--- config.mk ---
export PLATFORM = sky130hd
export DESIGN_NAME = sclm_walk
export DESIGN_NICKNAME = d
export VERILOG_FILES = /design/src/sv/sclm_pkg.sv /design/src/sv/sclm_walk.sv
export SDC_FILE = /design/constraint.sdc
export NUM_CORES = 1
export LEC_CHECK = 0
export BUFFER_PORTS_ARGS = -buffer_cell sky130_fd_sc_hd__buf_2
export CAP_MARGIN = 30
export CORE_MARGIN = 2
export CORE_UTILIZATION = 48
export CTS_BUF_LIST = sky130_fd_sc_hd__clkbuf_4 sky130_fd_sc_hd__clkbuf_8
export DETAILED_ROUTE_END_ITERATION = 8
export GPL_TIMING_DRIVEN = 1
export PLACE_DENSITY = 0.67
export SYNTH_ARGS = -nofsm -noshare
export SYNTH_HDL_FRONTEND = slang
export SYNTH_SLANG_ARGS = --single-unit
export TNS_END_PERCENT = 10
--- constraint.sdc ---
create_clock -name clk -period 6.9 [get_ports clk]
set_clock_uncertainty 0.1 [all_clocks]
set_input_delay 1.38 -clock clk [delete_from_list [all_inputs] [get_ports clk]]
set_output_delay 1.38 -clock clk [all_outputs]
set_load 0.03 [all_outputs]
--- src/sv/sclm_pkg.sv ---
package sclm_pkg;

  localparam int NODES = 1024;
  localparam int NODE_W = $clog2(NODES);
  localparam int LEN_W = 11;
  localparam logic [LEN_W-1:0] LEN_SAT = {LEN_W{1'b1}};

  typedef logic [NODE_W-1:0] node_t;
  typedef logic [LEN_W-1:0] len_t;

  typedef enum logic {
    FUNC_LOAD  = 1'b0,
    FUNC_QUERY = 1'b1
  } func_t;

  // memoized length plus the mark of the running query
  typedef struct packed {
    logic visited;
    len_t len;
  } entry_t;

  typedef struct packed {
    logic   succ_we;
    node_t  succ_addr;
    node_t  succ_data;
    logic   len_we;
    node_t  len_addr;
    entry_t len_data;
    node_t  raddr;
  } mem_req_t;

  typedef struct packed {
    node_t  next;
    entry_t ent;
  } mem_rsp_t;

  typedef enum logic [2:0] {
    ST_CLEAR,
    ST_IDLE,
    ST_WALK,
    ST_CYCLE,
    ST_UNWIND,
    ST_FINISH
  } state_t;

endpackage

--- src/sv/sclm_walk.sv ---
module sclm_walk (
  input  logic               clk,
  input  logic               rst_n,
  input  logic               in_valid,
  output logic               in_ready,
  input  logic               in_func,
  input  sclm_pkg::node_t    in_node,
  input  sclm_pkg::node_t    in_successor,
  output logic               out_valid,
  input  logic               out_ready,
  output sclm_pkg::len_t     out_chain_length,
  output sclm_pkg::mem_req_t req,
  input  sclm_pkg::mem_rsp_t rsp
);

  sclm_pkg::state_t state_r, state_nxt;
  sclm_pkg::node_t  clr_addr_r, clr_addr_nxt;
  sclm_pkg::node_t  start_r, start_nxt;
  sclm_pkg::node_t  cur_r, cur_nxt;
  sclm_pkg::node_t  stop_r, stop_nxt;
  sclm_pkg::len_t   cnt_r, cnt_nxt;
  sclm_pkg::len_t   cyc_r, cyc_nxt;
  sclm_pkg::len_t   res_r, res_nxt;
  logic             out_valid_r, out_valid_nxt;
  sclm_pkg::len_t   out_len_r, out_len_nxt;

  logic             in_xfer;
  logic             stop_hit;
  logic             slot_free;
  sclm_pkg::len_t   cyc_len;
  logic [sclm_pkg::LEN_W:0] tail_sum;
  sclm_pkg::len_t   tail_len;

  assign in_ready  = (state_r == sclm_pkg::ST_IDLE);
  assign in_xfer   = in_valid && in_ready;
  assign slot_free = !out_valid_r || out_ready;
  assign stop_hit  = (cur_r == '0) || (rsp.ent.len != '0);
  assign cyc_len   = cnt_r - rsp.ent.len + sclm_pkg::len_t'(1);
  assign tail_sum  = {1'b0, cnt_r} + {1'b0, rsp.ent.len};
  assign tail_len  = tail_sum[sclm_pkg::LEN_W] ? sclm_pkg::LEN_SAT
                                               : tail_sum[sclm_pkg::LEN_W-1:0];

  always_comb begin
    state_nxt = state_r;
    unique case (state_r)
      sclm_pkg::ST_CLEAR: begin
        if (clr_addr_r == '1) state_nxt = sclm_pkg::ST_IDLE;
      end
      sclm_pkg::ST_IDLE: begin
        if (in_xfer && (in_func == sclm_pkg::FUNC_QUERY)) state_nxt = sclm_pkg::ST_WALK;
      end
      sclm_pkg::ST_WALK: begin
        if (stop_hit) begin
          if ((cur_r != '0) && rsp.ent.visited) state_nxt = sclm_pkg::ST_CYCLE;
          else state_nxt = sclm_pkg::ST_UNWIND;
        end
      end
      sclm_pkg::ST_CYCLE: begin
        if (cur_r == stop_r) state_nxt = sclm_pkg::ST_UNWIND;
      end
      sclm_pkg::ST_UNWIND: begin
        if (cur_r == stop_r) state_nxt = sclm_pkg::ST_FINISH;
      end
      sclm_pkg::ST_FINISH: begin
        if (slot_free) state_nxt = sclm_pkg::ST_IDLE;
      end
      default: state_nxt = sclm_pkg::ST_CLEAR;
    endcase
  end

  always_comb begin
    clr_addr_nxt  = clr_addr_r;
    start_nxt     = start_r;
    cur_nxt       = cur_r;
    stop_nxt      = stop_r;
    cnt_nxt       = cnt_r;
    cyc_nxt       = cyc_r;
    res_nxt       = res_r;
    out_valid_nxt = out_valid_r && !out_ready;
    out_len_nxt   = out_len_r;
    req           = '0;
    req.raddr     = rsp.next;
    unique case (state_r)
      sclm_pkg::ST_CLEAR: begin
        req.succ_we   = 1'b1;
        req.succ_addr = clr_addr_r;
        req.len_we    = 1'b1;
        req.len_addr  = clr_addr_r;
        clr_addr_nxt  = clr_addr_r + sclm_pkg::node_t'(1);
      end
      sclm_pkg::ST_IDLE: begin
        req.raddr = in_node;
        if (in_xfer) begin
          if (in_func == sclm_pkg::FUNC_LOAD) begin
            req.succ_we   = 1'b1;
            req.succ_addr = in_node;
            req.succ_data = in_successor;
          end else begin
            start_nxt = in_node;
            cur_nxt   = in_node;
            cnt_nxt   = '0;
          end
        end
      end
      sclm_pkg::ST_WALK: begin
        if (!stop_hit) begin
          // number the node and move on
          req.len_we   = 1'b1;
          req.len_addr = cur_r;
          req.len_data = '{visited: 1'b1, len: cnt_r + sclm_pkg::len_t'(1)};
          cnt_nxt      = cnt_r + sclm_pkg::len_t'(1);
          cur_nxt      = rsp.next;
        end else begin
          stop_nxt = cur_r;
          if (cur_r == '0) begin
            res_nxt   = cnt_r;
            cur_nxt   = start_r;
            req.raddr = start_r;
          end else if (rsp.ent.visited) begin
            // closed a loop: stamp the cycle length around it
            req.len_we   = 1'b1;
            req.len_addr = cur_r;
            req.len_data = '{visited: 1'b0, len: cyc_len};
            cyc_nxt      = cyc_len;
            res_nxt      = (cur_r == start_r) ? cyc_len : cnt_r;
            cur_nxt      = rsp.next;
          end else begin
            cnt_nxt   = tail_len;
            res_nxt   = tail_len;
            cur_nxt   = start_r;
            req.raddr = start_r;
          end
        end
      end
      sclm_pkg::ST_CYCLE: begin
        if (cur_r == stop_r) begin
          cur_nxt   = start_r;
          req.raddr = start_r;
        end else begin
          req.len_we   = 1'b1;
          req.len_addr = cur_r;
          req.len_data = '{visited: 1'b0, len: cyc_r};
          cur_nxt      = rsp.next;
        end
      end
      sclm_pkg::ST_UNWIND: begin
        // prefix becomes distance to the end, marks cleared on the way
        if (cur_r != stop_r) begin
          req.len_we   = 1'b1;
          req.len_addr = cur_r;
          req.len_data = '{visited: 1'b0, len: cnt_r};
          cnt_nxt      = (cnt_r != '0) ? cnt_r - sclm_pkg::len_t'(1) : cnt_r;
          cur_nxt      = rsp.next;
        end
      end
      sclm_pkg::ST_FINISH: begin
        if (slot_free) begin
          out_valid_nxt = 1'b1;
          out_len_nxt   = res_r;
        end
      end
      default: begin
        clr_addr_nxt = '0;
      end
    endcase
  end

  always_ff @(posedge clk) begin
    if (!rst_n) begin
      state_r     <= sclm_pkg::ST_CLEAR;
      clr_addr_r  <= '0;
      out_valid_r <= 1'b0;
    end else begin
      state_r     <= state_nxt;
      clr_addr_r  <= clr_addr_nxt;
      out_valid_r <= out_valid_nxt;
    end
  end

  always_ff @(posedge clk) begin
    start_r   <= start_nxt;
    cur_r     <= cur_nxt;
    stop_r    <= stop_nxt;
    cnt_r     <= cnt_nxt;
    cyc_r     <= cyc_nxt;
    res_r     <= res_nxt;
    out_len_r <= out_len_nxt;
  end

  assign out_valid        = out_valid_r;
  assign out_chain_length = out_len_r;

endmodule

# After elaboration in Yosys (flattened, before gate mapping)
# Cells that the tools add are included.
[classes] add_sub_neg=6 n_eq_ne=21 muxes=43 bitwise_logic=1 reduce_logical=23
[op_table] operator="$mux 11" n=11
[op_table] operator="$mux 23" n=5
[op_table] operator="$mux 10" n=8
[op_table] operator="$pmux 11 s4" n=1
[op_table] operator="$mux 21" n=2
[op_table] operator="$pmux 10 s4" n=1
[op_table] operator="$pmux 12 s3" n=1
[op_table] operator="$pmux 11 s3" n=1
[op_table] operator="$pmux 10 s3" n=1
[op_table] operator="$add 11x1->11 const B" n=2
[op_table] operator="$pmux 11 s2" n=1
[op_table] operator="$reduce_bool 11->1" n=2
[op_table] operator="$mux 3" n=7
[op_table] operator="$eq 10x10->1" n=2
[op_table] operator="$pmux 10 s2" n=1
[op_table] operator="$pmux 3 s6" n=1
[op_table] operator="$ne 2x2->1 const B" n=7
[op_table] operator="$add 11x11->12" n=1
[op_table] operator="$sub 11x1->11 const B" n=1
[op_table] operator="$sub 11x11->11" n=1
[op_table] operator="$add 10x1->10 const B" n=1
[op_table] operator="$eq 10x10->1 const B" n=1
[op_table] operator="$logic_not 10->1" n=1
[op_table] operator="$ne 10x10->1" n=1
[op_table] operator="20 further kinds" n=33
[word_totals] register_bits=88 output_inout_bits=67 word_cells=104

# Longest topological paths before layout
[logic_depth] depth_word=6 mapped_depth=13

# Worst setup path before layout
# Ideal clock, no wire load.
[synth_path] path_kind="input-to-output" from="in rsp[1] in the netlist's numbering" to="out req[19] in the netlist's numbering" arrival_time_ps=3884 required_ps=5420 setup_slack_ps=1536 path_stages=11 n_path_buf=0 cell_sequence="ha_1 -> inv_1 -> ha_1 -> inv_1 -> fa_1 -> nor2b_1 -> o211ai_1 -> a32oi_1 -> xor2_1 -> nor2_1 -> o32ai_1"
[synth_lines] item="start, declared" line_no="sclm_walk.sv:13" rtl="input sclm_pkg::mem_rsp_t rsp"
[synth_lines] item="end, declared" line_no="sclm_walk.sv:12" rtl="output sclm_pkg::mem_req_t req,"

==> results.toml <==
[power]
clkPwrFrac_pct = 34.7
p_leak_nw = 3.03
power.density_nw_per_um2 = 149
ir_worst_vdd_v = 0.0000880
p_seq_share_pct = 51.6
p_int_w = 0.000807
power_frac_comb_pct = 13.6
power.switching_w = 0.000311
switching_share_pct = 27.8

[placed_design]
pre_cts_ws_ns = 1.44
gp_congestion = 0.955
dpl.hpwl_mm = 15.5
place_inst = 975
io_buffers = 113

[cells_and_area]
fin_cells = 993
fin_nets = 895
drive_gt1_share_pct = 19.5
utilization_pct = 56.2
area_growth_pct = 14.3
antenna_cells = 0
fill_cells = 1235

[synthesis]
synth_cell_types = 66
synth_top_area_share_pct = 34.0
yosysMostFrequentCell = "edfxtp_1"
synthTopCellsByCount = "74 x edfxtp_1, 70 x nor2_1, 58 x a21oi_1"
seq_area_frac_synth_pct = 38.2
syn_area_um2 = 6540
synth-edff-count = 74
synth_flop_cell = "edfxtp_1"
async_flop_share_pct = 0
synthTopCellsByArea = "edfxtp_1 34%, ha_1 6.5%, xnor2_1 5.2%"
syn_inst = 720
syn_area_per_cell_um2 = 9.09
synth_nets = 803
yosysTopAreaCell = "edfxtp_1"
ys_seq_elements = 88
ys.warnings.count = 0

[worst_setup_path]
cp-endpoint = "req[19]"
critPathLaunch = "rsp[1]"
slowest_stage = "fa_1"
timing.rr.start = "cur_r[2]$_DFFE_PP_"
crit_fanout = 4
r2r-end = "cur_r[6]$_DFFE_PP_"
ff2ff_setup_slack_ns = 3.29
critPathMaxStageDelay_ns = 0.40
cp.required_ns = 5.42
worstSetupPathType = "in -> out"
worstRegToRegCells = 7
worst_setup_path_start_kind = "primary input"
arrival_ns = 4.00
critPathCaptureType = "output port"
crit_chain = "buf_2 > ha_1 > inv_1 > ha_1 > inv_1 > fa_1 > nor2b_1 > o211ai_1 > a32oi_1 > xor2_1 > nor2_1 > o32ai_1 > buf_2"

[worst_hold_path]
hold_path.class = "reg -> reg"

[cts]
cts.root.buffer_cell = "clkbuf_8"
numCtsBuffers = 9
htree_levels = 3
cts_buffer_depth = 2
clk_latency_ns = 0.39
clkSinkCount = 88
cts_hold_buf = 0
post_cts.repair.setup_buffers = 0
clk_pin_slew_ns = 0.09
ctsResizeCount = 0
cts_tree = "done"

[die]
ios = 114
die_w_um = 121
die-area_um2 = 14600
rows = 42
dieHeight_um = 121
initial_core_util_pct = 49.2
core_area_um2 = 13300

[routing]
via_per_inst = 6.23
wirelength_mm = 20.6
ant_nets = 0
wire_per_inst_um = 20.8
vias = 6191
drt-initial-drc-count = 657
drc_errors = 0
drt_pre_antenna_iters = 5

[run_status]
status = "complete, no violations"

[timing]
setup_tns_ns = 0
hold_viol = 0
setup_viol = 0
max_freq_mhz = 183
post-route-min-period_ns = 5.48
tightest_slew_ns = 1.00
fin_ws_ns = 1.42
fin_crit_sh_pct = 79.4
rsz0062_at_grt = "false"
slew_headroom_pct = 32.9
slew_viol_final = 0

[global_routing]
grt_overflow = 0
grt_max_degree = 33
grt.total_usage_pct = 28.8
antenna_found_initial = 0
grt_pass1_vias = 5771
grt_pass1_wl_mm = 32.1

[job]
maxCapViolCount = 0
-- layer usage --
metal  global-route usage [%]  part of all wire, %
met1                     41.8                   44
met5                        0                    0
met2                     42.7                   44
met4                     6.83                  1.2
met3                     7.64                   11
-- worst min path at each step --
stage / from / end / slack, ns / cells past startpoint
2_1_floorplan: res_r[0]$_DFFE_PP_ / out_chain_length[0]$_DFFE_PP_ / 0.30 / 0
3_3_place_gp: res_r[3]$_DFFE_PP_ / out_chain_length[3]$_DFFE_PP_ / 0.30 / 0
3_5_place_dp: res_r[6]$_DFFE_PP_ / out_chain_length[6]$_DFFE_PP_ / 0.30 / 0
4_1_cts: res_r[7]$_DFFE_PP_ / out_chain_length[7]$_DFFE_PP_ / 0.33 / 0
5_1_grt: res_r[7]$_DFFE_PP_ / out_chain_length[7]$_DFFE_PP_ / 0.33 / 0
6_report: res_r[7]$_DFFE_PP_ / out_chain_length[7]$_DFFE_PP_ / 0.32 / 0
-- cell usage in the layout, fill, tap and decap left out, drive strengths merged, types with 4 or more instances in the layout --
| master | Yosys | final |
|---|---|---|
| a211oi | 6 | 6 |
| a21o | 5 | 5 |
| a21oi | 58 | 58 |
| a221o | 15 | 15 |
| a221oi | 4 | 4 |
| a22o | 25 | 25 |
| a22oi | 14 | 14 |
| a2bb2oi | 12 | 12 |
| a31oi | 8 | 8 |
| and2 | 15 | 15 |
| and3 | 7 | 7 |
| buf | 5 | 125 |
| clkbuf | 40 | 9 |
| dfxtp | 14 | 14 |
| edfxtp | 74 | 74 |
| ha | 34 | 34 |
| inv | 41 | 45 |
| nand2 | 34 | 34 |
| nand2b | 12 | 12 |
| nand3 | 10 | 10 |
| nand3b | 4 | 4 |
| nand4 | 8 | 8 |
| nor2 | 71 | 71 |
| nor2b | 4 | 4 |
| nor3 | 29 | 29 |
| nor4 | 11 | 11 |
| o211ai | 7 | 7 |
| o21a | 4 | 4 |
| o21ai | 38 | 38 |
| o22ai | 12 | 12 |
| o32ai | 6 | 6 |
| xnor2 | 39 | 39 |
| xor2 | 13 | 13 |
-- cells by family after synthesis --
logic type	synth area share (%)
and+or+nand+nor	17.0
DFF	38.2
adders and majority gates	7.11
AOI/OAI and AO/OA	25.1
buffers and inverters	5.11
muxes	0.459
xor gates and xnor gates	6.96
-- metrics by stage --
step / instance area, um^2 / total power [W] / hold WS (ns)
finish: 7480 / 0.00112 / 0.325
global route: 7480 / 0.00116 / 0.331
CTS: 7460 / 0.00112 / 0.328
detailed placement: 7260 / 0.000739 / 0.305
global placement: 7220 / 0.000736 / 0.301
floorplan: 6540 / 0.000684 / 0.300
-- sequential cells by signal, indices dropped and copies added, names as in the netlist --
| name | cells |
|---|---|
| cyc_r | 11 |
| cnt_r | 11 |
| state_r | 3 |
| clr_addr_r | 10 |
| out_valid | 1 |
| cur_r | 10 |
| stop_r | 10 |
| start_r | 10 |
| out_chain_length | 11 |
| res_r | 11 |
-- power by group through the flow --
stage | sequential, W | combinational, W | clock [W]
finish | 0.000577 | 0.000153 | 0.000388
detailed placement | 0.000589 | 0.000150 | 0
CTS | 0.000577 | 0.000150 | 0.000396
floorplan | 0.000588 | 0.0000960 | 0
global route | 0.000578 | 0.000166 | 0.000414
global placement | 0.000589 | 0.000147 | 0
-- layout make-up --
| type | count | area [um^2] | area share (%) |
|---|---|---|---|
| clock inverters | 7 | 83.8 | 1.12 |
| inverters | 41 | 154 | 2.06 |
| flip-flops and latches | 88 | 2500 | 33.5 |
| clock buffers | 9 | 124 | 1.66 |
| well taps | 176 | 220 | 2.94 |
| repair buffers | 126 | 673 | 9.00 |
| multi-input cells | 546 | 3720 | 49.8 |
-- critical path, delay by kind of cell --
family | cells | cell delay (ns)
AO/OA/AOI/OAI | 3 | 0.72
AND/OR/NAND/NOR | 2 | 0.24
adder cells (fa/ha/maj) | 3 | 0.89
XOR/XNOR | 1 | 0.24
buffers and inverters | 4 | 0.52
Power figures use the tool's default switching activity.
